**src/hdl/htic_pkg.sv**
```systemverilog
`timescale 1ns / 1ps
// Shared types and constants of the hex text to I2C command parser.
package htic_pkg;

	// Bus commands as they leave the block.
	typedef enum logic [1:0] {
		OP_STOP  = 2'd0,
		OP_START = 2'd1,
		OP_WRITE = 2'd2
	} bus_op_t;

	// Parser phases.
	typedef enum logic [1:0] {
		PH_TOKEN   = 2'd0,
		PH_DATA_LO = 2'd1,
		PH_ADDR_HI = 2'd2,
		PH_ADDR_LO = 2'd3
	} phase_t;

	// Character codes.
	localparam logic [7:0] CH_OPEN    = 8'h5B;
	localparam logic [7:0] CH_CLOSE   = 8'h5D;
	localparam logic [7:0] CH_DIGIT_0 = 8'h30;
	localparam logic [7:0] CH_DIGIT_9 = 8'h39;
	localparam logic [7:0] CH_UPPER_A = 8'h41;
	localparam logic [7:0] CH_UPPER_F = 8'h46;
	localparam logic [7:0] CH_LOWER_A = 8'h61;
	localparam logic [7:0] CH_LOWER_F = 8'h66;
	localparam logic [7:0] OFS_UPPER  = 8'h37;
	localparam logic [7:0] OFS_LOWER  = 8'h57;

	// Commands one input item asks for, emitted in the order stop, start, write.
	typedef struct packed {
		logic       stop;
		logic       start;
		logic       write;
	} op_mask_t;

	typedef struct packed {
		op_mask_t   ops;
		logic [6:0] addr;
		logic [7:0] data;
	} job_t;

endpackage

```
**src/hdl/htic_in_if.sv**
```systemverilog
`timescale 1ns / 1ps
// Character input channel: valid/ready handshake with command and character payload.
interface htic_in_if;
	logic       valid;
	logic       ready;
	logic       command;
	logic [7:0] char_code;

	modport source (output valid, output command, output char_code, input ready);
	modport sink (input valid, input command, input char_code, output ready);
endinterface

```
**src/hdl/htic_out_if.sv**
```systemverilog
`timescale 1ns / 1ps
// Bus command output channel: valid/ready handshake with command payload.
interface htic_out_if;
	logic       valid;
	logic       ready;
	logic [1:0] bus_op;
	logic [7:0] op_value;
	logic       last_of_run;

	modport source (output valid, output bus_op, output op_value, output last_of_run,
		input ready);
	modport sink (input valid, input bus_op, input op_value, input last_of_run,
		output ready);
endinterface

```
**src/hdl/htic_front.sv**
```systemverilog
`timescale 1ns / 1ps
// Front end: accepts characters, keeps the parser state and issues at most one job per item.
module htic_front (
	input  logic            clk,
	input  logic            arst_n,
	htic_in_if.sink         char_in,
	output logic            job_valid,
	output htic_pkg::job_t  job,
	input  logic            job_ready
);

	htic_pkg::phase_t phase_q, phase_n;
	logic [3:0]       nibble_q, nibble_n;
	logic [6:0]       addr_q, addr_n;
	logic             msg_open_q, msg_open_n;
	logic             bus_held_q, bus_held_n;

	logic             accept;
	logic             is_hex;
	logic             is_open;
	logic             is_close;
	logic [7:0]       diff;
	logic [3:0]       val;
	logic             send;
	logic [7:0]       send_byte;
	htic_pkg::job_t   job_c;

	assign char_in.ready = job_ready;
	assign accept        = char_in.valid && char_in.ready;

	always_comb begin
		is_hex = 1'b1;
		diff   = 8'd0;
		if (char_in.char_code inside {[htic_pkg::CH_DIGIT_0 : htic_pkg::CH_DIGIT_9]}) begin
			diff = char_in.char_code - htic_pkg::CH_DIGIT_0;
		end else if (char_in.char_code inside
				{[htic_pkg::CH_UPPER_A : htic_pkg::CH_UPPER_F]}) begin
			diff = char_in.char_code - htic_pkg::OFS_UPPER;
		end else if (char_in.char_code inside
				{[htic_pkg::CH_LOWER_A : htic_pkg::CH_LOWER_F]}) begin
			diff = char_in.char_code - htic_pkg::OFS_LOWER;
		end else begin
			is_hex = 1'b0;
		end
		// A bracket used as a nibble counts as zero.
		val      = diff[3:0];
		is_open  = (char_in.char_code == htic_pkg::CH_OPEN);
		is_close = (char_in.char_code == htic_pkg::CH_CLOSE);
	end

	always_comb begin
		phase_n    = phase_q;
		nibble_n   = nibble_q;
		addr_n     = addr_q;
		msg_open_n = msg_open_q;
		bus_held_n = bus_held_q;
		send       = 1'b0;
		send_byte  = 8'd0;
		job_c      = '0;
		job_c.addr = addr_q;

		if (char_in.command) begin
			case (phase_q)
				htic_pkg::PH_DATA_LO: begin
					send      = 1'b1;
					send_byte = {nibble_q, 4'd0};
				end
				htic_pkg::PH_ADDR_HI: addr_n = 7'd0;
				htic_pkg::PH_ADDR_LO: addr_n = {nibble_q, 3'd0};
				default: ;
			endcase
			// Any open message is left without a stop; the bus stays held.
			if (msg_open_q || send) begin
				bus_held_n = 1'b1;
			end
			msg_open_n = 1'b0;
			phase_n    = htic_pkg::PH_TOKEN;
			nibble_n   = 4'd0;
		end else if (is_hex || is_open || is_close) begin
			case (phase_q)
				htic_pkg::PH_TOKEN: begin
					if (is_open) begin
						phase_n = htic_pkg::PH_ADDR_HI;
					end else if (is_close) begin
						job_c.ops.stop = 1'b1;
						msg_open_n     = 1'b0;
						bus_held_n     = 1'b0;
					end else begin
						nibble_n = val;
						phase_n  = htic_pkg::PH_DATA_LO;
					end
				end
				htic_pkg::PH_DATA_LO: begin
					send      = 1'b1;
					send_byte = {nibble_q, val};
					phase_n   = htic_pkg::PH_TOKEN;
				end
				htic_pkg::PH_ADDR_HI: begin
					nibble_n = val;
					phase_n  = htic_pkg::PH_ADDR_LO;
				end
				htic_pkg::PH_ADDR_LO: begin
					addr_n  = {nibble_q, val[3:1]};
					phase_n = htic_pkg::PH_TOKEN;
				end
				default: ;
			endcase
		end

		if (send) begin
			job_c.ops.write = 1'b1;
			job_c.data      = send_byte;
			if (!msg_open_q) begin
				job_c.ops.start = 1'b1;
				job_c.ops.stop  = bus_held_q;
				if (!char_in.command) begin
					msg_open_n = 1'b1;
					bus_held_n = 1'b0;
				end
			end
		end
	end

	assign job       = job_c;
	assign job_valid = accept && (job_c.ops != '0);

	always_ff @(posedge clk or negedge arst_n) begin
		if (!arst_n) begin
			phase_q    <= htic_pkg::PH_TOKEN;
			nibble_q   <= 4'd0;
			addr_q     <= 7'd0;
			msg_open_q <= 1'b0;
			bus_held_q <= 1'b0;
		end else if (accept) begin
			phase_q    <= phase_n;
			nibble_q   <= nibble_n;
			addr_q     <= addr_n;
			msg_open_q <= msg_open_n;
			bus_held_q <= bus_held_n;
		end
	end

endmodule

```
**src/hdl/htic_fifo.sv**
```systemverilog
`timescale 1ns / 1ps
// Short job queue between the parser front end and the command sequencer.
module htic_fifo #(
	parameter int DEPTH = 4
) (
	input  logic            clk,
	input  logic            arst_n,
	input  logic            push_valid,
	output logic            push_ready,
	input  htic_pkg::job_t  push_data,
	output logic            pop_valid,
	input  logic            pop_ready,
	output htic_pkg::job_t  pop_data
);

	localparam int IDX_W = (DEPTH > 1) ? $clog2(DEPTH) : 1;
	localparam int CNT_W = $clog2(DEPTH + 1);
	localparam logic [IDX_W-1:0] LAST_IDX = IDX_W'(DEPTH - 1);
	localparam logic [CNT_W-1:0] FULL_CNT = CNT_W'(DEPTH);

	htic_pkg::job_t   entry_q [DEPTH];
	logic [IDX_W-1:0] wr_idx_q;
	logic [IDX_W-1:0] rd_idx_q;
	logic [CNT_W-1:0] count_q;
	logic             push;
	logic             pop;

	assign push_ready = (count_q != FULL_CNT);
	assign pop_valid  = (count_q != '0);
	assign pop_data   = entry_q[rd_idx_q];
	assign push       = push_valid && push_ready;
	assign pop        = pop_valid && pop_ready;

	always_ff @(posedge clk) begin
		if (push) begin
			entry_q[wr_idx_q] <= push_data;
		end
	end

	always_ff @(posedge clk or negedge arst_n) begin
		if (!arst_n) begin
			wr_idx_q <= '0;
			rd_idx_q <= '0;
			count_q  <= '0;
		end else begin
			if (push) begin
				wr_idx_q <= (wr_idx_q == LAST_IDX) ? '0 : wr_idx_q + 1'b1;
			end
			if (pop) begin
				rd_idx_q <= (rd_idx_q == LAST_IDX) ? '0 : rd_idx_q + 1'b1;
			end
			if (push && !pop) begin
				count_q <= count_q + 1'b1;
			end else if (pop && !push) begin
				count_q <= count_q - 1'b1;
			end
		end
	end

endmodule

```
**src/hdl/htic_back.sv**
```systemverilog
`timescale 1ns / 1ps
// Back end: serializes each queued job into bus commands through an output register.
module htic_back (
	input  logic            clk,
	input  logic            arst_n,
	input  logic            job_valid,
	output logic            job_ready,
	input  htic_pkg::job_t  job,
	htic_out_if.source      cmd_out
);

	htic_pkg::op_mask_t done_q;
	htic_pkg::op_mask_t pend;
	htic_pkg::op_mask_t sel;
	logic               advance;
	logic               last;
	htic_pkg::bus_op_t  op_c;
	logic [7:0]         value_c;

	logic               out_valid_q;
	htic_pkg::bus_op_t  out_op_q;
	logic [7:0]         out_value_q;
	logic               out_last_q;

	assign pend    = job.ops & ~done_q;
	assign advance = job_valid && (!out_valid_q || cmd_out.ready);

	always_comb begin
		sel     = '0;
		op_c    = htic_pkg::OP_WRITE;
		value_c = job.data;
		if (pend.stop) begin
			sel.stop = 1'b1;
			op_c     = htic_pkg::OP_STOP;
			value_c  = 8'd0;
		end else if (pend.start) begin
			sel.start = 1'b1;
			op_c      = htic_pkg::OP_START;
			value_c   = {1'b0, job.addr};
		end else begin
			sel.write = 1'b1;
		end
		last = ((pend & ~sel) == '0);
	end

	// The job leaves the queue with its last command.
	assign job_ready = advance && last;

	always_ff @(posedge clk or negedge arst_n) begin
		if (!arst_n) begin
			done_q      <= '0;
			out_valid_q <= 1'b0;
		end else begin
			if (advance) begin
				done_q      <= last ? '0 : (done_q | sel);
				out_valid_q <= 1'b1;
			end else if (cmd_out.ready) begin
				out_valid_q <= 1'b0;
			end
		end
	end

	always_ff @(posedge clk) begin
		if (advance) begin
			out_op_q    <= op_c;
			out_value_q <= value_c;
			out_last_q  <= last;
		end
	end

	assign cmd_out.valid       = out_valid_q;
	assign cmd_out.bus_op      = out_op_q;
	assign cmd_out.op_value    = out_value_q;
	assign cmd_out.last_of_run = out_last_q;

`ifndef SYNTHESIS
	a_job_not_empty: assert property (@(posedge clk) disable iff (!arst_n)
		job_valid |-> (pend != '0))
		else $error("queued job has no command left to emit");

	a_done_clears: assert property (@(posedge clk) disable iff (!arst_n)
		(advance && last) |=> (done_q == '0))
		else $error("progress mask not cleared after the last command of a job");

	a_start_not_last: assert property (@(posedge clk) disable iff (!arst_n)
		(out_valid_q && (out_op_q == htic_pkg::OP_START)) |-> !out_last_q)
		else $error("start command marked as last of its run");

	a_write_after_start: assert property (@(posedge clk) disable iff (!arst_n)
		(advance && sel.start) |=> (out_valid_q && pend.write))
		else $error("start command not followed by its data write");
`endif

endmodule

```
**src/hdl/hex_text_to_i2c_command_parser.sv**
```systemverilog
`timescale 1ns / 1ps
// Top level of the hex text to I2C command parser.
// The block reads characters and end-of-line marks and emits I2C master commands (stop, start
// for write with a 7-bit address, write data byte), with last_of_run set on the final command
// that one input item causes. The front end takes one character per cycle whenever the job
// queue has room and turns it into zero or one job; the back end sends one command per cycle,
// unless cmd_out.ready holds it, from the queue head through an output register. An item
// causes zero to three commands, so the sustained throughput is set by the single command
// sequencer. QUEUE_DEPTH jobs can wait between the two halves, so bursts of characters are
// taken while commands drain.
module hex_text_to_i2c_command_parser #(
	parameter int QUEUE_DEPTH = 4
) (
	input  logic       clk,
	input  logic       arst_n,
	htic_in_if.sink    char_in,
	htic_out_if.source cmd_out
);

	logic           push_valid;
	logic           push_ready;
	htic_pkg::job_t push_job;
	logic           head_valid;
	logic           head_ready;
	htic_pkg::job_t head_job;

	htic_front u_front (
		.clk       (clk),
		.arst_n    (arst_n),
		.char_in   (char_in),
		.job_valid (push_valid),
		.job       (push_job),
		.job_ready (push_ready)
	);

	htic_fifo #(
		.DEPTH (QUEUE_DEPTH)
	) u_fifo (
		.clk        (clk),
		.arst_n     (arst_n),
		.push_valid (push_valid),
		.push_ready (push_ready),
		.push_data  (push_job),
		.pop_valid  (head_valid),
		.pop_ready  (head_ready),
		.pop_data   (head_job)
	);

	htic_back u_back (
		.clk       (clk),
		.arst_n    (arst_n),
		.job_valid (head_valid),
		.job_ready (head_ready),
		.job       (head_job),
		.cmd_out   (cmd_out)
	);

endmodule
```
**src/flat_wrapper.sv**
```systemverilog
// flat-port wrapper written by rule: the top's interface ports become plain ports
module hex_text_to_i2c_command_parser_flat 
#(
	parameter int QUEUE_DEPTH = 4
)
  (clk, arst_n, char_in_valid, char_in_command, char_in_char_code, char_in_ready, cmd_out_valid, cmd_out_bus_op, cmd_out_op_value, cmd_out_last_of_run, cmd_out_ready);
  htic_in_if char_in_i ();
  htic_out_if cmd_out_i ();
  input  logic clk;
  input  logic arst_n;
  input wire logic [$bits(char_in_i.valid)-1:0] char_in_valid;
  input wire logic [$bits(char_in_i.command)-1:0] char_in_command;
  input wire logic [$bits(char_in_i.char_code)-1:0] char_in_char_code;
  output wire logic [$bits(char_in_i.ready)-1:0] char_in_ready;
  output wire logic [$bits(cmd_out_i.valid)-1:0] cmd_out_valid;
  output wire logic [$bits(cmd_out_i.bus_op)-1:0] cmd_out_bus_op;
  output wire logic [$bits(cmd_out_i.op_value)-1:0] cmd_out_op_value;
  output wire logic [$bits(cmd_out_i.last_of_run)-1:0] cmd_out_last_of_run;
  input wire logic [$bits(cmd_out_i.ready)-1:0] cmd_out_ready;
  assign char_in_i.valid = char_in_valid;
  assign char_in_i.command = char_in_command;
  assign char_in_i.char_code = char_in_char_code;
  assign char_in_ready = char_in_i.ready;
  assign cmd_out_valid = cmd_out_i.valid;
  assign cmd_out_bus_op = cmd_out_i.bus_op;
  assign cmd_out_op_value = cmd_out_i.op_value;
  assign cmd_out_last_of_run = cmd_out_i.last_of_run;
  assign cmd_out_i.ready = cmd_out_ready;
  hex_text_to_i2c_command_parser #(.QUEUE_DEPTH(QUEUE_DEPTH)) u_core (.clk(clk), .arst_n(arst_n), .char_in(char_in_i), .cmd_out(cmd_out_i));
endmodule
```
**config.mk**
```make
export PLATFORM = sky130hd
export DESIGN_NAME = hex_text_to_i2c_command_parser_flat
export DESIGN_NICKNAME = d
export VERILOG_FILES = /design/src/hdl/htic_pkg.sv /design/src/hdl/htic_in_if.sv /design/src/hdl/htic_out_if.sv /design/src/hdl/htic_front.sv /design/src/hdl/htic_fifo.sv /design/src/hdl/htic_back.sv /design/src/hdl/hex_text_to_i2c_command_parser.sv /design/src/flat_wrapper.sv
export SDC_FILE = /design/constraint.sdc
export NUM_CORES = 1
export LEC_CHECK = 0
export ABC_AREA = 1
export BUFFER_PORTS_ARGS = -buffer_cell sky130_fd_sc_hd__buf_4
export CELL_PAD_IN_SITES_DETAIL_PLACEMENT = 2
export CELL_PAD_IN_SITES_GLOBAL_PLACEMENT = 2
export CORE_UTILIZATION = 37
export DETAILED_ROUTE_END_ITERATION = 7
export GPL_ROUTABILITY_DRIVEN = 0
export PLACE_DENSITY = 0.73
export SLEW_MARGIN = 20
export SYNTH_ARGS = -nofsm -noshare
export SYNTH_HDL_FRONTEND = slang
export SYNTH_SLANG_ARGS = --single-unit
```
**constraint.sdc**
```tcl
create_clock -name clk -period 2.9 [get_ports clk]
set_clock_uncertainty 0.1 [all_clocks]
set_input_delay 0.435 -clock clk [delete_from_list [all_inputs] [get_ports clk]]
set_output_delay 0.435 -clock clk [all_outputs]
set_load 0.02 [all_outputs]
```
==> impl_metrics.yaml, run 1 <==
status:
  status: "complete, no violations"
worst_setup_path:
  cp-start-kind: "register"
  cp_max_fo: 7
  path_delay_family: "simple AND/OR/NAND/NOR gates"
  cp.buffers_inverters: 3
  cp-end-kind: "register"
  cp_slowest_cell: "dfrtp_2"
  critPathRequiredTime_ns: 3.03
  worstSetupPathType: "reg2reg"
  worstPathArrival_ns: 2.89
  cp_cell_sequence: "inv_4 > nand2_1 > nand3_2 > nand2_2 > nor2_4 > inv_2 > nand2_4 > nand2_2 > nand2_4 > ha_1 > inv_1 > fa_1 > a21oi_1 > o21ai_0 > xor2_1"
  critPathMaxStageDelay_ns: 0.48
sta:
  layout_min_cycle_time_ns: 2.77
  fin_crit_sh_pct: 95.4
  fin_hold_ws_ns: 0.156
  setup_viol: 0
  fmax_mhz: 361
  finalHoldViolations: 0
  report.final.slew_viol_count: 0
  postLayoutSetupSlackWorst_ns: 0.132
  tightest_slew_ns: 0.508
  relSlewSlack_pct: 65.8
finish:
  finish.net_count: 501
  final_common_cell: "edfxtp_1"
  layout_common_cells: "edfxtp_1, nor2_1, nand2_1"
  fin_util_pct: 45.1
  antenna_cells: 0
  drive_gt1_share_pct: 19.7
  area_growth_pct: 18.8
pwr:
  seqPwrFrac_pct: 39.4
  ir_drop_mv: 0.299
  intPower_mw: 3.44
  power_frac_clock_pct: 24.5
  power_frac_comb_pct: 36.1
  powerDensity_nw_per_um2: 948
  p_leak_nw: 2.21
  finalPower_mw: 5.39
  switching_share_pct: 36.2
  p_sw_mw: 1.95
clocking:
  worstSkewPairLatency_ns: 0.36
  htreeDepth: 3
  cts_buffers: 9
  cts_root_buffer: "clkbuf_16"
  clkSinkCount: 109
  cts_tree: "done"
  clk_transition_reported_paths_ns: 0.07
  clockBufferDepth: 2
place:
  hpwl_um: 8600
  pre_cts_ws_ns: -0.0442
  port_buffers: 25
logic_synthesis:
  synth-simple-area-share_pct: 15.5
  syn_area_um2: 4790
  synth_compound_area_share_pct: 10.8
  synthDominantCellAreaShare_pct: 52.1
  avgSynthCellArea_um2: 11.2
  synth_top_family_by_area: "simple AND/OR/NAND/NOR gates"
  yosysSeqAreaShare_pct: 65.7
  syn_inst: 429
  synth_cell_type_count: 33
  syn_nets: 452
  ys_ff_latch: 109
  synth_largest_area_cell: "edfxtp_1"
  synth_adder_area_share_pct: 2.77
  synth.area.top_cells: "edfxtp_1, dfrtp_1, nor2_1, o21ai_0, nand2_1"
  ys_warn_count: 0
  synthMuxAreaShare_pct: 0
  synth_xor_area_share_pct: 0.366
global_routing:
  antenna_found_initial: 0
  globalRouteTotalUtil_pct: 20.4
  grt_pass1_vias: 3707
  grt_pass1_wl_um: 19800
  grt_start_max_net_pins: 27
  grt_overflow_total: 0
floorplanning:
  rows: 41
  start_util_pct: 37.9
  coreArea_um2: 12600
  die-width_um: 116
  die_h_um: 116
  io_pins: 26
  die_area_um2: 13400
detailed_routing:
  wl_um: 12500
  vias: 3298
  drt_iter0_drc: 129
  remaining_drc_errors: 0
  routed_via_density: 5.04
  dr.pass1.iters: 4
  ant_nets: 0
  wl_per_cell_um: 19.0
hold_path:
  hold_path.class: "in2reg"
job:
  cap_violations: 0
layout make-up:
cell class	count	area (µm²)
sequential	109	3150
clock buffer	10	229
clock inverter	6	86.3
timing repair buffer	50	415
inverter	45	171
multi-input combinational	263	1420
fill	1353	6930
tap	172	215
worst paths after layout:
check / startpoint / to / slack (ns) / cells after the start
hold / removal: cmd_out_ready / u_core.u_back.cmd_out.valid / 0.16 / 2
hold reg to reg: u_core.u_back.done_q[0] / u_core.u_back.done_q[0] / 0.41 / 2
setup / recovery: u_core.u_fifo.rd_idx_q[0] / u_core.u_fifo.count_q[2] / 0.13 / 15
setup reg to reg: u_core.u_fifo.rd_idx_q[0] / u_core.u_fifo.count_q[2] / 0.13 / 15
max in group asynchronous: arst_n / u_core.u_fifo.rd_idx_q[1] / 1.95 / 2
min in group asynchronous: arst_n / u_core.u_back.done_q[0] / 0.43 / 2
cell families after synthesis:
| logic type | after synthesis |
|---|---|
| and+or+nand+nor | 159 |
| adders and majority gates | 10 |
| buffers and inverters | 57 |
| DFF | 109 |
| xor gates and xnor gates | 2 |
| AOI/OAI and AO/OA | 92 |
per-stage QoR:
stage | instances | cell area [µm²] | setup TNS (ns)
floorplan | 429 | 4790 | 0
global placement | 635 | 5320 | 0
detailed placement | 635 | 5320 | -0.0442
CTS | 652 | 5650 | 0
global route | 655 | 5690 | -0.00680
finish | 655 | 5690 | 0
power groups by stage:
stage,clock network (mW),registers (mW),logic (mW)
floorplan,0,2.21,1.10
global placement,0,2.14,1.76
detailed placement,0,2.16,1.88
CTS,1.34,2.13,1.91
global route,1.39,2.15,2.16
finish,1.32,2.12,1.95
worst register-to-register path, delay by kind of cell (launching register included):
family | cells | cell delay, ns
buffers and inverters | 3 | 0.28
AOI/OAI and AO/OA | 2 | 0.30
adders and majority gates | 2 | 0.62
xor gates and xnor gates | 1 | 0.17
DFF | 1 | 0.48
and+or+nand+nor | 7 | 0.69
layer usage:
layer	share of wire (%)	vias to the layer above	GRT usage [%]
li1	-	1570	-
met1	43	1671	24.7
met2	53	45	36.8
met3	2.5	12	3.61
met4	1.5	0	6.41
met5	0	-	0
sequential cells by signal, indices dropped and copies added, names as in the netlist, 2 cells and up:
signal / cells
u_core.u_fifo.wr_idx_q: 2
u_core.u_front.addr_q: 7
u_core.u_back.cmd_out.bus_op: 2
u_core.u_back.done_q: 3
u_core.u_back.cmd_out.op_value: 8
u_core.u_fifo.rd_idx_q: 2
u_core.u_fifo.count_q: 3
u_core.u_front.phase_q: 2
u_core.u_fifo.entry_q: 72
u_core.u_front.nibble_q: 4
cell usage after synthesis (all sizes together):
cell,count
a21oi,11
a22o,7
a31oi,2
and2,1
buf,4
clkbuf,8
dfrtp,26
edfxtp,83
fa,1
ha,9
inv,45
nand2,63
nand3,15
nand4,2
nor2,76
nor3,1
o211ai,2
o21ai,56
o22ai,14
or2,1
xnor2,1
xor2,1
repair_timing:
action | CTS | global route
setup buffers | 0 | 3
endpoints found under the setup margin | 1 | 1
hold buffers | 1 | 0
endpoints found under the hold margin | 26 | 0
pin swaps | 0 | 0
gates resized for setup | 1 | 5
No activity file was read; power rests on OpenSTA's default activity.
==> run 2, diff against run 1 <==
- CORE_MARGIN: not set -> 5
==> run 2 against run 1 <==
Compared with the run above:
- critical path depth stayed put
- utilization is 0.47 points lower
- clock power is 8% lower
- worst setup slack better by 0.0092 ns
- total power is 2.2% lower
- maximum frequency is 0.33% higher
- first-iteration DRC count is 67% higher
- cell area is 0.64% lower
- count of clock-buffer cells in the layout stayed put
- non-clock buffer count stayed put
- cell count is 0.15% lower
- combinational power hardly changed
==> impl_metrics.yaml, run 2 (synthesis results as in run 1) <==
detailed_routing:
  drt_iter0_drc: 216
  wl_per_cell_um: 19.6
  vias: 3343
  dr.pass1.iters: 4
  wl_um: 12900
  ant_nets: 0
  routed_via_density: 5.11
  remaining_drc_errors: 0
global_routing:
  grt_start_max_net_pins: 27
  antenna_found_initial: 0
  globalRouteTotalUtil_pct: 18.0
  grt_overflow_total: 0
  grt_pass1_vias: 3791
  grt_pass1_wl_um: 20500
clocking:
  cts_root_buffer: "clkbuf_16"
  htreeDepth: 3
  clockBufferDepth: 2
  clkSinkCount: 109
  clk_transition_reported_paths_ns: 0.07
  cts_buffers: 9
  cts_tree: "done"
  worstSkewPairLatency_ns: 0.35
sta:
  fmax_mhz: 362
  rsz0062_at_grt: "false"
  setup_viol: 0
  fin_crit_sh_pct: 95.1
  finalHoldViolations: 0
  report.final.slew_viol_count: 0
  relSlewSlack_pct: 57.3
  tightest_slew_ns: 0.633
  layout_min_cycle_time_ns: 2.76
pwr:
  ir_drop_mv: 0.290
  finalPower_mw: 5.27
  p_leak_nw: 2.19
  powerDensity_nw_per_um2: 933
finish:
  fin_util_pct: 44.6
  finish.net_count: 501
  final_cell_count_no_fill: 654
  multi_input_area_um2: 1410
  layout_common_cells: "edfxtp_1, nor2_1, nand2_1"
  fillers: 1323
  drive_gt1_share_pct: 19.1
  seqCellArea_um2: 3150
  largest_register_ffs: 72
  regMostFlops: "u_core.u_fifo.entry_q"
  area_growth_pct: 18.1
  antenna_cells: 0
  final_common_cell: "edfxtp_1"
worst_setup_path:
  path_common_cell: "nand2_2"
  cp-start-kind: "register"
  cp_cell_sequence: "inv_2 > nand2_1 > nand3_2 > nand2_2 > nor2_4 > inv_2 > nand2_2 > nand2_2 > nand2_4 > ha_1 > inv_1 > fa_1 > a21oi_1 > o21ai_0 > xor2_1"
  cp_max_fo: 10
  critPathMaxStageDelay_ns: 0.49
  rr_worst_depth: 15
  cp-end-kind: "register"
  critPathRequiredTime_ns: 3.03
  cp_slowest_cell: "dfrtp_2"
  r2r_start: "u_core.u_fifo.rd_idx_q[0]"
  worstSetupPathType: "reg2reg"
  rrSetupSlack_ns: 0.14
  worstPathArrival_ns: 2.89
  r2r_end: "u_core.u_fifo.count_q[2]"
floorplanning:
  rows: 41
  die_h_um: 124
  io_pins: 26
  start_util_pct: 37.8
  die_area_um2: 15300
  coreArea_um2: 12700
  die-width_um: 124
hold_path:
  holdPathStages: 2
  hold_path.class: "in2reg"
  holdPathEnd: "u_core.u_back.cmd_out.valid"
  hp-start: "cmd_out_ready"
status:
  status: "complete, no violations"
place:
  hpwl_um: 8980
  place_inst: 635
  port_buffers: 25
job:
  cap_violations: 0
run 2: cell type report:
type                    count  area share [%]
well taps                 172            3.81
inverters                  45            2.99
repair buffers             50            7.57
multi-input cells         263            25.0
clock buffers              10            4.05
clock inverters             5           0.930
flip-flops and latches    109            55.7
run 2: how the worst max path moves through the flow:
stage | cells past startpoint | from | slack (ns) | end
after floorplan | 11 | u_core.u_back.cmd_out.valid | 0.17 | u_core.u_fifo.count_q[1]
after global placement | 17 | char_in_char_code[1] | 0.06 | u_core.u_fifo.count_q[2]
after detailed placement | 17 | char_in_char_code[1] | -0.04 | u_core.u_fifo.count_q[2]
after CTS | 14 | u_core.u_fifo.rd_idx_q[1] | 0.08 | u_core.u_fifo.count_q[2]
after global routing | 15 | u_core.u_fifo.rd_idx_q[0] | 0.002 | u_core.u_fifo.count_q[2]
final | 15 | u_core.u_fifo.rd_idx_q[0] | 0.14 | u_core.u_fifo.count_q[2]
run 2: metal layers:
layer  share of wire, %  track usage [%]  routed length [µm]  up-vias
met5                  0                0                   0        -
met4                2.1             6.71                 265        0
li1                   -                -                   -     1568
met1                 42             21.4                5440     1706
met3                2.9             3.41                 377       16
met2                 53             32.2                6760       53
run 2: stage by stage:
step	cell area (µm²)	hold WS (ns)	setup TNS, ns	setup slack, ns
global placement	5330	0.270	0	0.0578
detailed placement	5330	0.280	-0.0411	-0.0411
global route	5650	0.177	0	0.00180
CTS	5630	0.166	0	0.0778
finish	5650	0.173	0	0.141
floorplan	4790	0.0394	0	0.167
run 2: what timing repair did:
| action | in CTS | in global routing |
|---|---|---|
| setup endpoints to repair | 1 | 1 |
| endpoints found under the hold margin | 26 | 0 |
| gates resized for setup | 1 | 1 |
| hold buffers | 1 | 0 |
| buffers inserted | 0 | 3 |
run 2: worst max-delay path, delay by kind of cell (launching register included):
kind,cells,cell delay (ns)
and+or+nand+nor,7,0.71
adders and majority gates,2,0.62
DFF,1,0.49
AOI/OAI and AO/OA,2,0.29
buffers and inverters,3,0.27
xor gates and xnor gates,1,0.16
run 2: power breakdown:
part | switching, mW | leakage [nW] | internal, mW
registers | 0.151 | 1.07 | 1.98
clock network | 0.552 | 0.140 | 0.662
logic | 1.24 | 0.981 | 0.683
total | 1.95 | 2.19 | 3.32
